[config.mk]
export PLATFORM = sky130hd
export DESIGN_NAME = pulse_segment_selector
export DESIGN_NICKNAME = d
export VERILOG_FILES = /design/src/rtl/psel_pkg.sv /design/src/rtl/psel_ram.sv /design/src/rtl/psel_dp.sv /design/src/rtl/psel_ctrl.sv /design/src/rtl/pulse_segment_selector.sv
export VERILOG_INCLUDE_DIRS = /design/src /design/src/rtl
export SDC_FILE = /design/constraint.sdc
export NUM_CORES = 2
export LEC_CHECK = 0
export ABC_AREA = 1
export BUFFER_PORTS_ARGS = -buffer_cell sky130_fd_sc_hd__buf_2
export CAP_MARGIN = 0
export CORE_MARGIN = 10
export CORE_UTILIZATION = 35
export CTS_CLUSTER_DIAMETER = 120
export CTS_CLUSTER_SIZE = 16
export DETAILED_ROUTE_END_ITERATION = 10
export PLACE_DENSITY_LB_ADDON = 0.08
export RECOVER_POWER = 100
export SLEW_MARGIN = 20
export SYNTH_ARGS = -nofsm -noshare
export SYNTH_HDL_FRONTEND = slang
export SYNTH_SLANG_ARGS = --single-unit
[constraint.sdc]
create_clock -name clock -period 8.7 [get_ports clock]
set_clock_uncertainty 0.15 [all_clocks]
set_input_delay 1.74 -clock clock [delete_from_list [all_inputs] [get_ports clock]]
set_output_delay 1.74 -clock clock [all_outputs]
set_load 0.05 [all_outputs]
[src/rtl/assert_macros.svh]
// ----------------------------------------------------------------------------
// assert_macros.svh
// Concurrent assertion macros used by the pulse segment selector RTL.
// ----------------------------------------------------------------------------
`ifndef ASSERT_MACROS_SVH
`define ASSERT_MACROS_SVH

// check on every clock edge, suspended while reset is high
`define PSEL_ASSERT_RST(label, clk, rst, prop, msg) \
   label: assert property (@(posedge clk) disable iff (rst) prop) else $error(msg);

// check on every clock edge, reset included
`define PSEL_ASSERT(label, clk, prop, msg) \
   label: assert property (@(posedge clk) prop) else $error(msg);

`endif

[src/rtl/psel_pkg.sv]
// ----------------------------------------------------------------------------
// psel_pkg
// Types, widths and codes of the pulse segment selector.
// ----------------------------------------------------------------------------
`timescale 1ns / 1ps

package psel_pkg;

   parameter int MAX_ONSETS_DEF = 256;
   parameter int MAX_PULSES_DEF = 32;

   parameter int TRIG_W     = 15;
   parameter int LEN_W      = 12;
   parameter int TAIL_W     = 7;
   parameter int PCNT_W     = 6;
   parameter int STATUS_W   = 2;
   parameter int CSR_IDX_W  = 2;
   parameter int CSR_DATA_W = 12;

   parameter logic [CSR_IDX_W-1:0] CSR_TAIL    = 2'd0;
   parameter logic [CSR_IDX_W-1:0] CSR_MIN_LEN = 2'd1;
   parameter logic [CSR_IDX_W-1:0] CSR_MAX_LEN = 2'd2;

   parameter logic [TAIL_W-1:0] TAIL_RESET    = 7'd0;
   parameter logic [LEN_W-1:0]  MIN_LEN_RESET = 12'd39;
   parameter logic [LEN_W-1:0]  MAX_LEN_RESET = 12'd256;

   parameter logic [STATUS_W-1:0] STATUS_OK          = 2'd0;
   parameter logic [STATUS_W-1:0] STATUS_FEW_ONSETS  = 2'd1;
   parameter logic [STATUS_W-1:0] STATUS_NO_AVERAGE  = 2'd2;
   parameter logic [STATUS_W-1:0] STATUS_FEW_PULSES  = 2'd3;

   typedef struct packed {
      logic [TRIG_W-1:0] trigger_point;
      logic              last_trigger;
   } req_payload_type;

   typedef struct packed {
      logic                is_summary;
      logic [TRIG_W-1:0]   onset_index;
      logic [TRIG_W-1:0]   signal_offset;
      logic [LEN_W-1:0]    pulse_length;
      logic [PCNT_W-1:0]   pulse_count;
      logic [STATUS_W-1:0] status;
      logic                last_result;
   } rsp_payload_type;

   typedef struct packed {
      logic                wr_trigger;
      logic                clr_acc;
      logic                clr_walk;
      logic                take_prev;
      logic                idx_inc;
      logic                step_sum;
      logic                latch_len;
      logic                mul;
      logic                emit_pulse;
      logic                emit_summary;
      logic [STATUS_W-1:0] status;
   } ctrl_cmd_type;

   typedef struct packed {
      logic few_onsets;
      logic walk_end;
      logic no_len;
      logic acc_full;
      logic multi_acc;
      logic pulse_ok;
      logic out_free;
   } dp_status_type;

endpackage

[src/rtl/psel_ram.sv]
// ----------------------------------------------------------------------------
// psel_ram
// Generic single write port, single read port RAM with registered read.
// ----------------------------------------------------------------------------
`timescale 1ns / 1ps

module psel_ram #(
   parameter int WIDTH = 15,
   parameter int DEPTH = 256
) (
   input  logic                     clock,
   input  logic                     wr_en,
   input  logic [$clog2(DEPTH)-1:0] wr_addr,
   input  logic [WIDTH-1:0]         wr_data,
   input  logic [$clog2(DEPTH)-1:0] rd_addr,
   output logic [WIDTH-1:0]         rd_data
);

   logic [WIDTH-1:0] mem_ff [DEPTH];
   logic [WIDTH-1:0] rd_data_ff;

   always_ff @(posedge clock) begin
      if (wr_en) begin
         mem_ff[wr_addr] <= wr_data;
      end
      rd_data_ff <= mem_ff[rd_addr];
   end

   assign rd_data = rd_data_ff;

endmodule

[src/rtl/psel_dp.sv]
// ----------------------------------------------------------------------------
// psel_dp
// Datapath: trigger store, length sum and count, average window test,
// configuration registers and the result register.
// ----------------------------------------------------------------------------
`timescale 1ns / 1ps

module psel_dp import psel_pkg::*; #(
   parameter int MAX_ONSETS = MAX_ONSETS_DEF,
   parameter int MAX_PULSES = MAX_PULSES_DEF
) (
   input  logic                  clock,
   input  logic                  reset,
   input  ctrl_cmd_type          cmd,
   output dp_status_type         stat,
   input  logic [TRIG_W-1:0]     trigger_point,
   input  logic                  csr_valid,
   input  logic [CSR_IDX_W-1:0]  csr_index,
   input  logic [CSR_DATA_W-1:0] csr_data,
   output logic                  rsp_valid,
   input  logic                  rsp_stall,
   output rsp_payload_type       rsp_data
);

   localparam int AW = $clog2(MAX_ONSETS);
   localparam int CW = $clog2(MAX_ONSETS + 1);
   localparam int SW = LEN_W + AW;
   localparam int PW = LEN_W + CW;
   localparam int XW = PW + 3;
   localparam int LW = TRIG_W + 2;

   logic [TAIL_W-1:0]   tail_ff, tail_in;
   logic [LEN_W-1:0]    min_ff, min_in;
   logic [LEN_W-1:0]    max_ff, max_in;
   logic [CW-1:0]       cnt_ff, cnt_in;
   logic [AW-1:0]       idx_ff, idx_in;
   logic [TRIG_W-1:0]   prev_ff, prev_in;
   logic [TRIG_W-1:0]   t0_ff, t0_in;
   logic [SW-1:0]       sum_ff, sum_in;
   logic [CW-1:0]       n_ff, n_in;
   logic [PCNT_W-1:0]   acc_ff, acc_in;
   logic [LEN_W-1:0]    len_ff, len_in;
   logic                rng_ff, rng_in;
   logic [PW-1:0]       prod_ff, prod_in;
   logic                rsp_valid_ff, rsp_valid_in;
   rsp_payload_type     rsp_data_ff, rsp_data_in;

   logic [TRIG_W-1:0]   rd_data;
   logic                store_wr;
   logic signed [LW-1:0] len_w;
   logic signed [LW-1:0] min_s;
   logic signed [LW-1:0] max_s;
   logic [XW-1:0]       sum3;
   logic [XW-1:0]       prod5;
   logic [XW-1:0]       prod2;
   logic [TRIG_W-1:0]   tail_ext;
   logic                out_free;

   assign store_wr = cmd.wr_trigger && (cnt_ff < CW'(MAX_ONSETS));

   psel_ram #(
      .WIDTH(TRIG_W),
      .DEPTH(MAX_ONSETS)
   ) u_store (
      .clock  (clock),
      .wr_en  (store_wr),
      .wr_addr(cnt_ff[AW-1:0]),
      .wr_data(trigger_point),
      .rd_addr(idx_ff),
      .rd_data(rd_data)
   );

   assign len_w = $signed({2'b00, rd_data}) - $signed({2'b00, prev_ff}) + $signed(LW'(1));
   assign min_s = $signed({{(LW - LEN_W){1'b0}}, min_ff});
   assign max_s = $signed({{(LW - LEN_W){1'b0}}, max_ff});

   assign sum3     = (XW'(sum_ff) << 1) + XW'(sum_ff);
   assign prod5    = (XW'(prod_ff) << 2) + XW'(prod_ff);
   assign prod2    = XW'(prod_ff) << 1;
   assign tail_ext = TRIG_W'(tail_ff);
   assign out_free = !rsp_valid_ff || !rsp_stall;

   always_comb begin
      tail_in = tail_ff;
      min_in  = min_ff;
      max_in  = max_ff;
      if (csr_valid) begin
         case (csr_index)
            CSR_TAIL:    tail_in = csr_data[TAIL_W-1:0];
            CSR_MIN_LEN: min_in  = csr_data[LEN_W-1:0];
            CSR_MAX_LEN: max_in  = csr_data[LEN_W-1:0];
            default:     tail_in = tail_ff;
         endcase
      end
   end

   always_comb begin
      cnt_in       = cnt_ff;
      idx_in       = idx_ff;
      prev_in      = prev_ff;
      t0_in        = t0_ff;
      sum_in       = sum_ff;
      n_in         = n_ff;
      acc_in       = acc_ff;
      len_in       = len_ff;
      rng_in       = rng_ff;
      prod_in      = prod_ff;
      rsp_valid_in = rsp_valid_ff;
      rsp_data_in  = rsp_data_ff;

      if (rsp_valid_ff && !rsp_stall) begin
         rsp_valid_in = 1'b0;
      end
      if (store_wr) begin
         cnt_in = cnt_ff + CW'(1);
      end
      if (cmd.clr_acc) begin
         acc_in = '0;
         sum_in = '0;
         n_in   = '0;
      end
      if (cmd.clr_walk) begin
         idx_in = '0;
      end
      if (cmd.idx_inc) begin
         idx_in = idx_ff + AW'(1);
      end
      if (cmd.take_prev) begin
         prev_in = rd_data;
      end
      if (cmd.step_sum && (len_w > min_s) && (len_w < max_s)) begin
         sum_in = sum_ff + SW'(len_w[LEN_W-1:0]);
         n_in   = n_ff + CW'(1);
      end
      if (cmd.latch_len) begin
         len_in = len_w[LEN_W-1:0];
         rng_in = (len_w >= min_s) && (len_w <= max_s);
         t0_in  = prev_ff;
      end
      if (cmd.mul) begin
         prod_in = PW'(len_ff) * PW'(n_ff);
      end
      if (cmd.emit_pulse) begin
         rsp_valid_in              = 1'b1;
         rsp_data_in.is_summary    = 1'b0;
         rsp_data_in.onset_index   = t0_ff;
         rsp_data_in.signal_offset = t0_ff - tail_ext;
         rsp_data_in.pulse_length  = len_ff;
         rsp_data_in.pulse_count   = '0;
         rsp_data_in.status        = STATUS_OK;
         rsp_data_in.last_result   = 1'b0;
         acc_in                    = acc_ff + PCNT_W'(1);
      end
      if (cmd.emit_summary) begin
         rsp_valid_in              = 1'b1;
         rsp_data_in.is_summary    = 1'b1;
         rsp_data_in.onset_index   = '0;
         rsp_data_in.signal_offset = '0;
         rsp_data_in.pulse_length  = '0;
         rsp_data_in.pulse_count   = acc_ff;
         rsp_data_in.status        = cmd.status;
         rsp_data_in.last_result   = 1'b1;
         cnt_in                    = '0;
         sum_in                    = '0;
         n_in                      = '0;
      end
   end

   always_ff @(posedge clock) begin
      if (reset) begin
         tail_ff      <= TAIL_RESET;
         min_ff       <= MIN_LEN_RESET;
         max_ff       <= MAX_LEN_RESET;
         cnt_ff       <= '0;
         idx_ff       <= '0;
         sum_ff       <= '0;
         n_ff         <= '0;
         acc_ff       <= '0;
         rsp_valid_ff <= 1'b0;
      end else begin
         tail_ff      <= tail_in;
         min_ff       <= min_in;
         max_ff       <= max_in;
         cnt_ff       <= cnt_in;
         idx_ff       <= idx_in;
         sum_ff       <= sum_in;
         n_ff         <= n_in;
         acc_ff       <= acc_in;
         rsp_valid_ff <= rsp_valid_in;
      end
   end

   always_ff @(posedge clock) begin
      prev_ff     <= prev_in;
      t0_ff       <= t0_in;
      len_ff      <= len_in;
      rng_ff      <= rng_in;
      prod_ff     <= prod_in;
      rsp_data_ff <= rsp_data_in;
   end

   assign stat.few_onsets = cnt_ff <= CW'(1);
   assign stat.walk_end   = CW'(idx_ff) == (cnt_ff - CW'(1));
   assign stat.no_len     = n_ff == '0;
   assign stat.acc_full   = acc_ff >= PCNT_W'(MAX_PULSES);
   assign stat.multi_acc  = acc_ff > PCNT_W'(1);
   assign stat.pulse_ok   = rng_ff && (prod5 >= sum3) && (prod2 <= sum3) && (t0_ff >= tail_ext);
   assign stat.out_free   = out_free;

   assign rsp_valid = rsp_valid_ff;
   assign rsp_data  = rsp_data_ff;

endmodule

[src/rtl/psel_ctrl.sv]
// ----------------------------------------------------------------------------
// psel_ctrl
// Controller: loads triggers, then runs the sum pass, the selection pass
// and the summary over the datapath.
// ----------------------------------------------------------------------------
`timescale 1ns / 1ps

module psel_ctrl import psel_pkg::*; (
   input  logic          clock,
   input  logic          reset,
   input  logic          req_valid,
   input  logic          req_last,
   output logic          req_stall,
   input  dp_status_type stat,
   output ctrl_cmd_type  cmd
);

   localparam logic [3:0] S_IDLE    = 4'd0;
   localparam logic [3:0] S_START   = 4'd1;
   localparam logic [3:0] S_LOAD0   = 4'd2;
   localparam logic [3:0] S_FIRST   = 4'd3;
   localparam logic [3:0] S_READ    = 4'd4;
   localparam logic [3:0] S_DATA    = 4'd5;
   localparam logic [3:0] S_TURN    = 4'd6;
   localparam logic [3:0] S_MUL     = 4'd7;
   localparam logic [3:0] S_CHK     = 4'd8;
   localparam logic [3:0] S_SUMMARY = 4'd9;

   logic [3:0]          state_ff, state_in;
   logic                pass_ff, pass_in;
   logic [STATUS_W-1:0] status_ff, status_in;

   always_comb begin
      state_in  = state_ff;
      pass_in   = pass_ff;
      status_in = status_ff;
      req_stall = 1'b1;
      cmd       = '0;
      if (status_ff == STATUS_OK) begin
         cmd.status = stat.multi_acc ? STATUS_OK : STATUS_FEW_PULSES;
      end else begin
         cmd.status = status_ff;
      end

      case (state_ff)
         S_IDLE: begin
            req_stall = 1'b0;
            if (req_valid) begin
               cmd.wr_trigger = 1'b1;
               if (req_last) begin
                  state_in = S_START;
               end
            end
         end
         S_START: begin
            cmd.clr_acc  = 1'b1;
            cmd.clr_walk = 1'b1;
            pass_in      = 1'b0;
            if (stat.few_onsets) begin
               status_in = STATUS_FEW_ONSETS;
               state_in  = S_SUMMARY;
            end else begin
               state_in = S_LOAD0;
            end
         end
         S_LOAD0: begin
            state_in = S_FIRST;
         end
         S_FIRST: begin
            cmd.take_prev = 1'b1;
            cmd.idx_inc   = 1'b1;
            state_in      = S_READ;
         end
         S_READ: begin
            state_in = S_DATA;
         end
         S_DATA: begin
            cmd.take_prev = 1'b1;
            if (!pass_ff) begin
               cmd.step_sum = 1'b1;
               if (stat.walk_end) begin
                  state_in = S_TURN;
               end else begin
                  cmd.idx_inc = 1'b1;
                  state_in    = S_READ;
               end
            end else if (stat.acc_full) begin
               status_in = STATUS_OK;
               state_in  = S_SUMMARY;
            end else begin
               cmd.latch_len = 1'b1;
               state_in      = S_MUL;
            end
         end
         S_TURN: begin
            if (stat.no_len) begin
               status_in = STATUS_NO_AVERAGE;
               state_in  = S_SUMMARY;
            end else begin
               pass_in      = 1'b1;
               cmd.clr_walk = 1'b1;
               state_in     = S_LOAD0;
            end
         end
         S_MUL: begin
            cmd.mul  = 1'b1;
            state_in = S_CHK;
         end
         S_CHK: begin
            if (!stat.pulse_ok || stat.out_free) begin
               cmd.emit_pulse = stat.pulse_ok;
               if (stat.walk_end) begin
                  status_in = STATUS_OK;
                  state_in  = S_SUMMARY;
               end else begin
                  cmd.idx_inc = 1'b1;
                  state_in    = S_READ;
               end
            end
         end
         S_SUMMARY: begin
            if (stat.out_free) begin
               cmd.emit_summary = 1'b1;
               state_in         = S_IDLE;
            end
         end
         default: begin
            state_in = S_IDLE;
         end
      endcase
   end

   always_ff @(posedge clock) begin
      if (reset) begin
         state_ff  <= S_IDLE;
         pass_ff   <= 1'b0;
         status_ff <= STATUS_OK;
      end else begin
         state_ff  <= state_in;
         pass_ff   <= pass_in;
         status_ff <= status_in;
      end
   end

endmodule

[src/rtl/pulse_segment_selector.sv]
// ----------------------------------------------------------------------------
// pulse_segment_selector
// Collects ascending trigger points, then selects the pulses whose length
// lies within the limits and within 60% to 150% of the average length.
//
//   channel  direction  handshake              payload
//   req_     in         req_valid / req_stall  req_payload_type
//   rsp_     out        rsp_valid / rsp_stall  rsp_payload_type
//   csr_     in         csr_valid / csr_ready  csr_index, csr_data
//
// A trigger that does not end the set is taken while the block is idle.
// After the final trigger, the single read port of the trigger store is
// walked once to sum lengths (read, data) and once to test them (read,
// data, multiply, compare).
// Fewer than two triggers go straight to the summary, as does a set with no
// length for the average; reaching the pulse limit ends the test walk early.
// Reset is synchronous and clears counters, limits and the result valid flag.
// A stalled result holds the walk when a pulse is to be sent; the next set is
// taken after the summary.
`timescale 1ns / 1ps
`include "assert_macros.svh"

module pulse_segment_selector import psel_pkg::*; #(
   parameter int MAX_ONSETS = MAX_ONSETS_DEF,
   parameter int MAX_PULSES = MAX_PULSES_DEF
) (
   input  logic                  clock,
   input  logic                  reset,
   input  logic                  req_valid,
   output logic                  req_stall,
   input  req_payload_type       req_data,
   output logic                  rsp_valid,
   input  logic                  rsp_stall,
   output rsp_payload_type       rsp_data,
   input  logic                  csr_valid,
   output logic                  csr_ready,
   input  logic [CSR_IDX_W-1:0]  csr_index,
   input  logic [CSR_DATA_W-1:0] csr_data
);

   ctrl_cmd_type  cmd;
   dp_status_type stat;

   logic last_accept;
   logic summary_out;
   logic pulse_out;
   logic count_ok;
   logic offset_ok;

   assign csr_ready = 1'b1;

   psel_ctrl u_ctrl (
      .clock    (clock),
      .reset    (reset),
      .req_valid(req_valid),
      .req_last (req_data.last_trigger),
      .req_stall(req_stall),
      .stat     (stat),
      .cmd      (cmd)
   );

   psel_dp #(
      .MAX_ONSETS(MAX_ONSETS),
      .MAX_PULSES(MAX_PULSES)
   ) u_dp (
      .clock        (clock),
      .reset        (reset),
      .cmd          (cmd),
      .stat         (stat),
      .trigger_point(req_data.trigger_point),
      .csr_valid    (csr_valid),
      .csr_index    (csr_index),
      .csr_data     (csr_data),
      .rsp_valid    (rsp_valid),
      .rsp_stall    (rsp_stall),
      .rsp_data     (rsp_data)
   );

   assign last_accept = req_valid && !req_stall && req_data.last_trigger;
   assign summary_out = rsp_valid && rsp_data.is_summary;
   assign pulse_out   = rsp_valid && !rsp_data.is_summary;
   assign count_ok    = rsp_data.pulse_count <= PCNT_W'(MAX_PULSES);
   assign offset_ok   = rsp_data.signal_offset <= rsp_data.onset_index;

   `PSEL_ASSERT_RST(a_stall_after_last, clock, reset, last_accept |=> req_stall, "open after last")
   `PSEL_ASSERT_RST(a_count_limit, clock, reset, summary_out |-> count_ok, "count over limit")
   `PSEL_ASSERT_RST(a_offset_order, clock, reset, pulse_out |-> offset_ok, "offset beyond onset")

endmodule

### Word-level counts from Yosys, hierarchy flattened

Memory sizes are Yosys's and may differ from the RTL's. A register that Yosys moved wholly into a read port is not among the register bits.
Index checks and enable logic that the tools add are counted.

* RAM bits: 3840
* latch bits: 0
* output and inout port bits: 55
* ROM bits: 0
* bits in registers: 206
* bits of input ports: 35
* memories kept: 1

* shift-type cells: 0
* eq/ne operators: 22
* multiply operators: 1
* magnitude comparators: 11
* reductions and logical operators: 32
* bitwise logic cells: 0
* div/mod/pow operators: 0
* add/sub/neg operators: 11
* multiplexer cells: 56

Memories
* u_dp.u_store.mem_ff: words 256, width 15, rd ports 1, clocked after Yosys merged registers in 1, write ports 1, RTL line psel_ram.sv:19 `logic [WIDTH-1:0] mem_ff [DEPTH];`

Operators with widths (count)
* $mux 20: 2
* $pmux 4 s10: 1
* $mux 4: 9
* $mux 9: 4
* $add 23x21->24: 1
* $ge 24x24->1: 1
* $le 22x24->1: 1
* $add 21x20->22: 1
* $mux 2: 11
* $mul 12x9->21: 1
* $mux 1: 21
* $add 20x12->20: 1
* $add 9x1->9 const B: 2
* $add 17x2->17 const B: 1
* $ge 17x13->1: 1
* $gt 17x13->1: 1
* $le 17x13->1: 1
* $lt 17x13->1: 1
* $eq 4x3->1 const B: 4
* $mux 8: 2
* $sub 15x15->16: 1
* $ge 15x7->1: 1
* $sub 15x7->15: 1
* $ne 2x2->1 const B: 7
* other kinds (31): 56

### Longest topological paths before layout

* depth after elaboration: 11
* depth in mapped cells: 32

### Hierarchy

From an unflattened synthesis, not the netlist that was laid out.

* cells, all modules: 15123
* area total of the unflattened synthesis: 173119.8 sq um

Modules (own cells, without submodules)
* psel_ram: cells each 12792, seq. area each 115610.9 sq um, area each 155575.5 sq um, instances 1
* psel_dp: cells each 2226, seq. area each 4704.5 sq um, area each 16915.0 sq um, instances 1
* psel_ctrl: cells each 103, seq. area each 140.1 sq um, area each 618.1 sq um, instances 1
* pulse_segment_selector: cells each 2, seq. area each 0.0 sq um, area each 11.3 sq um, instances 1

### Worst setup path before layout

OpenSTA, ideal clock, no wires.

* path type: register -> register
* from: reg u_dp.n_ff[0]
* to: reg u_dp.prod_ff[20] (data pin)
* stages on the path, launching flop included: 25
* data arrival time: 4645 ps
* path slack: 3644 ps
* clock period less this slack: 5056 ps
* required time: 8289 ps
* setup time: 261 ps
* cell sequence: dfxtp_1 -> clkbuf_1 -> nand2_1 -> fa_1 -> fa_1 -> fa_1 -> fa_1 -> inv_1 -> ha_1 -> nand2_1 -> o21ai_0 -> a21oi_1 -> inv_1 -> a21oi_1 -> o21ai_0 -> nand3_1 -> nand2_1 -> nand3_1 -> nand2_1 -> nand3_1 -> nand2_1 -> a21oi_1 -> nor2_1 -> nor2_1 -> xor2_1

* cells in the longest elaborated chain, start to end: 1

Ends and longest elaborated chain
* from (decl): RTL line psel_dp.sv:40 `logic [CW-1:0] n_ff, n_in;`
* from (signal assigned): RTL line psel_dp.sv:187 `n_ff <= n_in;`
* $mul 12x9->21: RTL line psel_dp.sv:141 `prod_in = PW'(len_ff) * PW'(n_ff);`
* to (signal assigned): RTL line psel_dp.sv:198 `prod_ff <= prod_in;`
* to (decl): RTL line psel_dp.sv:44 `logic [PW-1:0] prod_ff, prod_in;`

Every way passes these cells.
A chain may end at the register's enable or synchronous reset.

### Worst setup path in the final report

* from: in req_data[7] in the netlist's numbering
* to: mem u_dp.u_store.mem_ff[70][6] (data pin)

RTL lines
* from (decl): RTL line pulse_segment_selector.sv:31 `input req_payload_type req_data,`
* to (decl): RTL line psel_ram.sv:19

No word-level cell before the write port.

==> impl_metrics.ini <==
[route]
dr.pass1.iters = 6
first_iter_violations = 11704
wire_per_inst_um = 29.2
remaining_drc_errors = 0
wirelength_um = 586000
num_vias = 112228
via_per_inst = 5.60
ant_nets = 0

[place]
io_buffers = 88
dpl_worst_slack_ns = 2.43
place_inst = 19634
globalplace.congestion = 0.871
dp_hpwl_um = 349000

[status]
status = finished with violations
violations = capacitance limit, slew limit

[setup_path]
crit_path_cell_trace = clkbuf_1, clkbuf_1, buf_16
path_class = in -> reg
worst_ep_arrival_time_ns = 7.87
critical_path.most_common_cell = clkbuf_1
max_stage_delay_ns = 3.39
path_max_fanout = 125
start_kind = primary input
crit_slowest_cell = clkbuf_1
worstSetupEndpointType = flip-flop
worstPathRequired_ns = 9.21

[timing]
period_needed_ns = 7.37
worst_pin_slew_ns = 6.37
drv_slew = 3220
final.setup.worst_slack_ns = 1.33
finalSetupViolations = 0
hold_viol = 0
grt_setup_unrepaired = no
fin_crit_sh = 0.847
max_freq_mhz = 136
relSlewSlack = -3.25
setup_tns_ns = 0

[synth]
syn_inst = 13631
syn-num-nets = 13932
yosysSeqAreaShare = 0.719
ys_types = 55
synth_ff_type = edfxtp_1
synth_seq_cells = 4061
synth_top_area_share = 0.701
synth_top_family_by_area = compound AO/OA/AOI/OAI gates
synth_xor_area_frac = 0.00568
avgSynthCellArea_sq_um = 12.3
synthMuxAreaShare = 0
synth_edf_count = 3912
synthAdderAreaFrac = 0.0233
synthArstFlopShare = 0
yosysWarnings = 0
syn-cell-area_sq_um = 168000
synthSimpleGateAreaFrac = 0.0869
synthTopCellsByArea = edfxtp_1 70%, o21ai_0 7.7%, nor2_1 6.8%
synth-compound-area-share = 0.135
yosys.area.top_type = edfxtp_1

[global_route]
grt_max_degree = 170
grt_pass1_vias = 107454
overflow = 0
grt_pass1_wl_um = 825000
track_usage = 0.221
antenna_found_initial = 54

[floorplan]
die_h_um = 712
start_util = 0.351
core_sq_um = 478000
die_area_sq_um = 507000
die_w_um = 712
pin_count = 90
rows = 254

[power]
cellPowerDensity_nw_per_um2 = 256
power_leakage_nw = 59.0
finalPower_w = 0.0469
ir_drop_uv = 241

[job]
cap_violations = 83

[finish]
area_growth_syn_to_layout_pct = 9.53
final_common_cell = edfxtp_1
post-route-util = 0.384
drive_gt1_frac = 0.0444
layout_common_cells = 3,912 x edfxtp_1, 3,013 x nor2_1, 2,577 x o21ai_0
nNetsFinal = 13830
instances_no_fill = 20047

[clock_network]
ctsResizeCount = 0
cts_hold_buf = 0
cts-root-buf = clkbuf_16
cts_buffer_depth = 4
postCtsSetupRepairBufs = 0
path_clk_slew_ns = 0.07
clock_latency_ns = 1.00
clkSinkCount = 4061
cts_buffers = 292
cts_tree = built
ctsHtreeMaxLevel = 5

[worst_hold_path]
min_path_type = reg -> reg
[cells in the mapped netlist, types with 63 or more instances]
master,instances
nand2_1,495
fa_1,76
clkbuf_1,890
nand3_1,110
o22ai_1,1212
nor2_1,3014
ha_1,190
o21ai_0,2577
edfxtp_1,3912
a21oi_1,203
dfxtp_1,149
o32ai_1,63
inv_1,372
xor2_1,71
[worst paths after layout]
check,from,to,slack (ns),depth (start not counted)
worst max-delay path,req_data[7],u_dp.u_store.mem_ff[70][6],1.33,3
worst min-delay path,u_dp.u_store.rd_data[3],u_dp.prev_ff[3],0.29,0
worst max register to register,u_dp.idx_ff[0],u_dp.u_store.rd_data[8],1.40,11
worst min register to register,u_dp.u_store.rd_data[3],u_dp.prev_ff[3],0.29,0
[state kept, by name, indices dropped and copies added (netlist names), 12 cells and up]
| register | count |
|---|---|
| u_dp.len_ff | 12 |
| u_dp.max_ff | 12 |
| u_dp.min_ff | 12 |
| u_dp.prev_ff | 15 |
| u_dp.prod_ff | 21 |
| u_dp.rsp_data | 51 |
| u_dp.sum_ff | 20 |
| u_dp.t0_ff | 15 |
| u_dp.u_store.mem_ff | 3840 |
| u_dp.u_store.rd_data | 15 |
[layer usage]
| metal | wire (um) | global-route usage | part of all wire | vias up |
|---|---|---|---|---|
| li1 | - | - | - | 49606 |
| met1 | 261000 | 0.316 | 0.45 | 58008 |
| met2 | 271000 | 0.355 | 0.46 | 3958 |
| met3 | 37000 | 0.0306 | 0.063 | 650 |
| met4 | 17400 | 0.0572 | 0.030 | 6 |
| met5 | 39 | 0 | 0.000067 | - |
[logic make-up (layout without fill, tap and decap cells)]
kind of cell	after synthesis	count (layout)
XOR/XNOR	107	107
AND/OR/NAND/NOR	3743	3743
buffers and inverters	1330	1312
adder cells (fa/ha/maj)	266	266
other	1	35
AO/OA/AOI/OAI	4123	4123
flip-flops	4061	4061
[worst max-delay path, delay by kind of cell]
family   cells  cell delay (ns)
buf+inv      3             5.68
[final cells by class]
class | instances | area (sq um)
clock inverters | 16 | 178
fillers | 45516 | 294000
inverters | 379 | 1450
flip-flops and latches | 4061 | 120000
well taps | 6400 | 8010
clock buffers | 362 | 7760
diodes | 34 | 85.1
repair buffers | 555 | 3470
multi-input cells | 8240 | 42100
[through the flow]
step	area [sq um]	hold WS, ns
final	183000	0.291
after global routing	183000	0.306
after CTS	185000	0.298
after detailed placement	177000	0.281
after global placement	177000	0.272
after floorplan	168000	0.258
[power by group]
group	switching, W	internal, W
Clock	0.00676	0.00627
Combinational	0.00901	0.00295
Sequential	0.000218	0.0217
Total	0.0160	0.0309
Power figures use the tool's default switching activity.
